### src/hw/rtl/pst_pkg.sv
// pst_pkg: opcodes, field widths and the request/response structs of the prefix sum tree
// no dependencies; used by pst_seq and prefix_sum_tree
package pst_pkg;

  localparam int SUM_W = 40;
  localparam int VAL_W = 32;
  localparam int IDX_W = 8;
  localparam int CNT_W = 9;

  typedef enum logic [1:0] {
    OP_WRITE  = 2'd0,
    OP_PREFIX = 2'd1,
    OP_RANGE  = 2'd2,
    OP_NOP    = 2'd3
  } op_t;

  typedef struct packed {
    op_t               opcode;
    logic [IDX_W-1:0]  index;
    logic [IDX_W-1:0]  other_index;
    logic [VAL_W-1:0]  value;
  } req_t;

  typedef struct packed {
    logic [SUM_W-1:0]  sum;
    logic              index_error;
  } rsp_t;

  function automatic logic [SUM_W-1:0] sext_value(input logic [VAL_W-1:0] v);
    return {{(SUM_W-VAL_W){v[VAL_W-1]}}, v};
  endfunction

endpackage

### src/hw/rtl/pst_seq.sv
// pst_seq: sequencer that clears the node store and runs writes, prefix walks and range walks
// depends on pst_pkg; drives the ports of pst_mem
module pst_seq #(
  parameter int LEAVES = 256,
  parameter int NODES  = 511,
  parameter int NW     = 9
) (
  input  logic                      clk,
  input  logic                      rst_n,
  input  logic                      req_valid,
  input  pst_pkg::req_t             req,
  output logic                      req_ready,
  input  logic [pst_pkg::CNT_W-1:0] count,
  output logic                      rsp_valid,
  output pst_pkg::rsp_t             rsp,
  input  logic                      rsp_take,
  output logic                      mem_we,
  output logic [NW-1:0]             mem_waddr,
  output logic [pst_pkg::SUM_W-1:0] mem_wdata,
  output logic                      mem_re,
  output logic [NW-1:0]             mem_raddr,
  input  logic [pst_pkg::SUM_W-1:0] mem_rdata
);

  localparam int CW = ((NW > pst_pkg::CNT_W) ? NW : pst_pkg::CNT_W) + 1;

  typedef enum logic [6:0] {
    S_CLEAR = 7'b0000001,
    S_IDLE  = 7'b0000010,
    S_WRD   = 7'b0000100,
    S_WUPD  = 7'b0001000,
    S_WALK  = 7'b0010000,
    S_LAST  = 7'b0100000,
    S_DONE  = 7'b1000000
  } state_t;

  // walk phase: plain prefix, or the three legs of a range query
  typedef enum logic [3:0] {
    PH_PRE  = 4'b0001,
    PH_HI   = 4'b0010,
    PH_LO   = 4'b0100,
    PH_LEAF = 4'b1000
  } phase_t;

  state_t                    state_r, state_nxt;
  phase_t                    phase_r, phase_nxt;
  logic [NW-1:0]             node_r, node_nxt;
  logic [NW-1:0]             clr_r, clr_nxt;
  logic [pst_pkg::SUM_W-1:0] acc_r, acc_nxt;
  logic [pst_pkg::SUM_W-1:0] diff_r, diff_nxt;
  logic [pst_pkg::SUM_W-1:0] nv_r, nv_nxt;
  logic [pst_pkg::IDX_W-1:0] lo_r, lo_nxt;
  logic                      first_r, first_nxt;
  logic                      pend_r, pend_nxt;
  logic                      pend_sub_r, pend_sub_nxt;
  logic                      err_r, err_nxt;

  logic [CW-1:0]             limit;
  logic                      a_bad, b_bad;
  logic [pst_pkg::IDX_W-1:0] lo_idx, hi_idx;
  logic                      on_edge;
  logic [pst_pkg::SUM_W-1:0] acc_upd;

  function automatic logic [NW-1:0] leaf_of(input logic [pst_pkg::IDX_W-1:0] idx);
    return NW'(LEAVES - 1) + NW'(idx);
  endfunction

  assign limit = (CW'(count) > CW'(LEAVES)) ? CW'(LEAVES) : CW'(count);
  assign a_bad = CW'(req.index) >= limit;
  assign b_bad = CW'(req.other_index) >= limit;
  assign lo_idx = (req.index < req.other_index) ? req.index : req.other_index;
  assign hi_idx = (req.index < req.other_index) ? req.other_index : req.index;

  // left edge nodes (2^k - 1) end a prefix walk
  assign on_edge = (node_r & (node_r + NW'(1))) == '0;
  assign acc_upd = pend_sub_r ? (acc_r - mem_rdata) : (acc_r + mem_rdata);

  assign req_ready = (state_r == S_IDLE);
  assign rsp_valid = (state_r == S_DONE);
  assign rsp.sum = acc_r;
  assign rsp.index_error = err_r;

  always_comb begin
    state_nxt    = state_r;
    phase_nxt    = phase_r;
    node_nxt     = node_r;
    clr_nxt      = clr_r;
    acc_nxt      = acc_r;
    diff_nxt     = diff_r;
    nv_nxt       = nv_r;
    lo_nxt       = lo_r;
    first_nxt    = first_r;
    pend_nxt     = pend_r;
    pend_sub_nxt = pend_sub_r;
    err_nxt      = err_r;
    mem_we       = 1'b0;
    mem_waddr    = node_r;
    mem_wdata    = mem_rdata + diff_r;
    mem_re       = 1'b0;
    mem_raddr    = node_r;
    case (state_r)
      S_CLEAR: begin
        mem_we    = 1'b1;
        mem_waddr = clr_r;
        mem_wdata = '0;
        if (clr_r == NW'(NODES - 1)) begin
          state_nxt = S_IDLE;
        end else begin
          clr_nxt = clr_r + NW'(1);
        end
      end
      S_IDLE: begin
        if (req_valid) begin
          acc_nxt      = '0;
          err_nxt      = 1'b0;
          pend_nxt     = 1'b0;
          pend_sub_nxt = 1'b0;
          case (req.opcode)
            pst_pkg::OP_WRITE: begin
              if (a_bad) begin
                err_nxt   = 1'b1;
                state_nxt = S_DONE;
              end else begin
                node_nxt  = leaf_of(req.index);
                nv_nxt    = pst_pkg::sext_value(req.value);
                first_nxt = 1'b1;
                state_nxt = S_WRD;
              end
            end
            pst_pkg::OP_PREFIX: begin
              if (a_bad) begin
                err_nxt   = 1'b1;
                state_nxt = S_DONE;
              end else begin
                node_nxt  = leaf_of(req.index);
                phase_nxt = PH_PRE;
                state_nxt = S_WALK;
              end
            end
            pst_pkg::OP_RANGE: begin
              if (a_bad || b_bad) begin
                err_nxt   = 1'b1;
                state_nxt = S_DONE;
              end else begin
                node_nxt  = leaf_of(hi_idx);
                lo_nxt    = lo_idx;
                phase_nxt = PH_HI;
                state_nxt = S_WALK;
              end
            end
            default: begin
              state_nxt = S_DONE;
            end
          endcase
        end
      end
      S_WRD: begin
        mem_re    = 1'b1;
        state_nxt = S_WUPD;
      end
      S_WUPD: begin
        // write this node, read its parent in the same cycle
        mem_we    = 1'b1;
        first_nxt = 1'b0;
        if (first_r) begin
          mem_wdata = nv_r;
          diff_nxt  = nv_r - mem_rdata;
        end
        if (node_r == '0) begin
          acc_nxt   = nv_r;
          state_nxt = S_DONE;
        end else begin
          mem_re    = 1'b1;
          mem_raddr = (node_r - NW'(1)) >> 1;
          node_nxt  = (node_r - NW'(1)) >> 1;
        end
      end
      S_WALK: begin
        if (pend_r) begin
          acc_nxt = acc_upd;
        end
        if (phase_r == PH_LEAF) begin
          mem_re       = 1'b1;
          pend_nxt     = 1'b1;
          pend_sub_nxt = 1'b0;
          state_nxt    = S_LAST;
        end else if (on_edge) begin
          mem_re       = 1'b1;
          pend_nxt     = 1'b1;
          pend_sub_nxt = (phase_r == PH_LO);
          case (phase_r)
            PH_HI: begin
              phase_nxt = PH_LO;
              node_nxt  = leaf_of(lo_r);
            end
            PH_LO: begin
              phase_nxt = PH_LEAF;
              node_nxt  = leaf_of(lo_r);
            end
            default: begin
              state_nxt = S_LAST;
            end
          endcase
        end else if (node_r[0]) begin
          // left child: take it whole
          mem_re       = 1'b1;
          pend_nxt     = 1'b1;
          pend_sub_nxt = (phase_r == PH_LO);
          node_nxt     = (node_r - NW'(3)) >> 1;
        end else begin
          pend_nxt = 1'b0;
          node_nxt = (node_r - NW'(2)) >> 1;
        end
      end
      S_LAST: begin
        acc_nxt   = acc_upd;
        pend_nxt  = 1'b0;
        state_nxt = S_DONE;
      end
      S_DONE: begin
        if (rsp_take) begin
          state_nxt = S_IDLE;
        end
      end
      default: begin
        state_nxt = S_IDLE;
      end
    endcase
  end

  always_ff @(posedge clk) begin
    if (!rst_n) begin
      state_r <= S_CLEAR;
      clr_r   <= '0;
      pend_r  <= 1'b0;
    end else begin
      state_r <= state_nxt;
      clr_r   <= clr_nxt;
      pend_r  <= pend_nxt;
    end
  end

  always_ff @(posedge clk) begin
    phase_r    <= phase_nxt;
    node_r     <= node_nxt;
    acc_r      <= acc_nxt;
    diff_r     <= diff_nxt;
    nv_r       <= nv_nxt;
    lo_r       <= lo_nxt;
    first_r    <= first_nxt;
    pend_sub_r <= pend_sub_nxt;
    err_r      <= err_nxt;
  end

endmodule
### config.mk
export PLATFORM = sky130hd
export DESIGN_NAME = pst_seq
export DESIGN_NICKNAME = d
export VERILOG_FILES = /design/src/hw/rtl/pst_pkg.sv /design/src/hw/rtl/pst_seq.sv
export SDC_FILE = /design/constraint.sdc
export NUM_CORES = 1
export LEC_CHECK = 0
export BUFFER_PORTS_ARGS = -buffer_cell sky130_fd_sc_hd__clkbuf_2
export CAP_MARGIN = 20
export CORE_UTILIZATION = 54
export CTS_BUF_LIST = sky130_fd_sc_hd__clkbuf_8 sky130_fd_sc_hd__clkbuf_16
export DETAILED_ROUTE_END_ITERATION = 10
export PLACE_DENSITY = 0.78
export SETUP_SLACK_MARGIN = 0.1
export SLEW_MARGIN = 20
export SYNTH_ARGS = -nofsm -noshare
export SYNTH_HDL_FRONTEND = slang
export SYNTH_SLANG_ARGS = --single-unit
### constraint.sdc
create_clock -name clk -period 4.1 [get_ports clk]
set_clock_uncertainty 0.1 [all_clocks]
set_input_delay 0.205 -clock clk [delete_from_list [all_inputs] [get_ports clk]]
set_output_delay 0.205 -clock clk [all_outputs]
set_load 0.005 [all_outputs]
==> results.ini <==
[clocking]
clockBufferDepth = 2
cts_root_buffer = clkbuf_16
cts_buffers = 17
clkSinkCount = 153
cts_tree = built
clk_pin_slew_worst_paths_ns = 0.07
clock_latency_ns = 0.44
cts.htree.levels = 4

[die]
boundaryPins = 206
die_h_um = 167.1
dieArea_mm2 = 0.02794
start_util_pct = 54.80
num_rows = 60
coreArea_mm2 = 0.02688
dieWidth_um = 167.1

[timing]
tightestPinTransition_ns = 1.016
rsz0062_at_grt = false
fmax_mhz = 253.2
holdWs_ns = 0.04149
finalSetupViolations = 0
fin_ws_ns = 0.1513
fin_crit_sh_pct = 96.31
drv_slew = 0
finalHoldViolations = 0
fin_crit_ns = 3.949
slew-limit-headroom_pct = 32.07

[worst_hold_path]
hp-start = req[43]
hold_class = primary input to flip-flop

[critical_path]
crit_path_cell_trace = ha_1 > a21o_1 > a21o_1 > a2111oi_2 > o21ai_0 > o211ai_1 > nand2_1 > a21oi_1 > xor2_1 > o31ai_1 > clkbuf_2
end_kind = primary output
path_max_fanout = 5
cp_data_arrival_time_ns = 3.64
worst_ep_required_time_ns = 3.80
regToRegStartpoint = pend_sub_r
worstSetupPathType = flip-flop to primary output
worstSetupStartpointType = flip-flop
path_common_cell = a21o_1
slowest_delay_ns = 0.50
cp_slowest_cell = a2111oi_2
startpoint = diff_r[10]

[run_status]
status = finished, final reports clean

[power_and_ir_drop]
power_mw = 4.667
max-vdd-ir-drop_uv = 298.7
powerDensity_mw_per_mm2 = 267.0
total_leakage_power_nw = 7.640

[global_routing]
grt_use_total_pct = 31.29
grt-ovfl-total = 0
grt_pass1_wl_um = 69500
grt_pass1_vias = 13759
grt_max_degree = 77
antenna_found_initial = 2

[routing]
wire_per_inst_um = 18.61
routed-via-count = 14516
dr.pass1.iters = 8
detail-route-antenna-nets = 0
viasPerCell = 6.127
drt_iter0_drc = 1663
route.detailed.drc = 0
drt-total-wl_um = 44080

[synthesis]
netlist_top_cells_count = nand2_1 (204), ha_1 (153), o21ai_0 (146), edfxtp_1 (136), a21oi_1 (132)
ys_types = 81
synth_top_family_by_area = compound AO/OA/AOI/OAI gates
syn_nets = 2004
seq_area_frac_synth_pct = 30.04
syn-cell-area_mm2 = 0.01473
synth_compound_area_share_pct = 24.26
synth-edff-count = 136
ys_warn_count = 0
synth_xor_area_share_pct = 10.47
syn_inst = 1745
async_reset_ff_share_pct = 0
synth_area_leaders = edfxtp_1 (28%), ha_1 (13%), xnor2_1 (6.8%)
synthFlopType = edfxtp_1
yosys.area.top_type = edfxtp_1
ys_seq_elements = 153
synth.most_common_cell = nand2_1
synth-simple-area-share_pct = 17.06
synth_top_area_share_pct = 27.73
synthMuxAreaShare_pct = 0.7476
synth_area_per_cell_um2 = 8.440
synth_adder_area_share_pct = 13.41

[finish]
num-nets-final = 2271
fin_util_pct = 65.04
area_growth_pct = 18.68
drive_gt1_share_pct = 16.25

[placement]
place.gp.congestion = 0.9777
place_hpwl_um = 34420
io_buffer_count = 205
place_ws_ns = -0.06640

[flow_run]
max_cap_violations = 0

## layout by cell type, fill, tap and decap left out, types with 14 or more instances in the layout
master         instances
a211oi_1              16
a21o_1                68
a21oi_1              132
a31oi_1               32
and2_1                21
and3_1                20
buf_4                 60
clkbuf_16             20
clkbuf_2             205
dfxtp_1               17
dlygate4sd3_1         34
edfxtp_1             136
ha_1                 153
inv_1                100
nand2_1              204
nand2b_1              22
nand3_1               40
nand4_1               21
nor2_1               105
nor2b_1               16
nor3_1                29
o21ai_0              145
o21ai_1               32
o21bai_1              14
o31ai_1               14
xnor2_1              115
xor2_1                61
## state kept, by name (all words and copies together), names as in the netlist
register / count
first_r: 1
pend_sub_r: 1
err_r: 1
diff_r: 40
node_r: 9
clr_r: 9
pend_r: 1
state_r: 7
nv_r: 32
acc_r: 40
lo_r: 8
phase_r: 4
## through the flow
stage / setup TNS [ns] / instances / cell area (um^2)
6_report: 0 / 2369 / 17480
5_1_grt: 0 / 2368 / 17480
4_1_cts: 0 / 2365 / 17410
3_5_place_dp: -0.1194 / 2299 / 16470
3_3_place_gp: -0.00007638 / 2299 / 16470
2_1_floorplan: 0 / 1745 / 14740
## timing repair
| item | 4_1_cts | 5_1_grt |
|---|---|---|
| setup endpoints to repair | 0 | 17 |
| resized for setup | 0 | 8 |
| hold buffers | 34 | 0 |
| setup buffers | 0 | 1 |
| hold endpoints to repair | 34 | 0 |
## report_power, final
group	switching, mW	total [mW]	internal (mW)
sequential	0.0253	1.75	1.72
clock	0.700	1.62	0.925
combinational	0.741	1.29	0.551
## cell families (layout without fill, tap and decap cells)
family	Yosys count	in the layout
multiplexers	11	11
buffers and inverters	154	434
other	0	3
AO/OA/AOI/OAI	566	566
XOR/XNOR	176	176
AND/OR/NAND/NOR	529	529
adder cells (fa/ha/maj)	156	156
flip-flops	153	153
## layer usage
layer  wire length (um)  global-route usage [%]  share of wire, %  vias to the layer above
met4               1458                   11.61               3.3                        0
li1                   -                       -                 -                     6968
met1              18400                   40.76                42                     6679
met2              20220                   51.86                46                      761
met5                  0                       0                 0                        -
met3               4007                   5.649               9.1                      108
## path summary, 6_finish.rpt
check                        to  depth (start not counted)  slack (ns)
hold / removal          lo_r[3]                          3        0.04
hold reg to reg          pend_r                          2        0.41
setup / recovery  mem_wdata[27]                         11        0.15
setup reg to reg      acc_r[38]                         14        0.41
## worst max-delay path: cells and delay by family (launching register included)
family / cells / cell delay [ns]
xor+xnor: 1 / 0.09
fa+ha+maj: 1 / 0.37
flops: 1 / 0.38
simple gates: 1 / 0.16
compound gates: 7 / 2.04
buf+inv: 1 / 0.19
## layout make-up
| type | instances | area (um^2) |
|---|---|---|
| diodes | 3 | 7.507 |
| well taps | 341 | 426.7 |
| repair buffers | 301 | 1857 |
| fillers | 2247 | 9397 |
| clock buffers | 22 | 528.0 |
| multi-input cells | 1438 | 9779 |
| inverters | 101 | 379.1 |
| flip-flops and latches | 153 | 4424 |
| clock inverters | 10 | 77.57 |
Power figures use the tool's default switching activity.
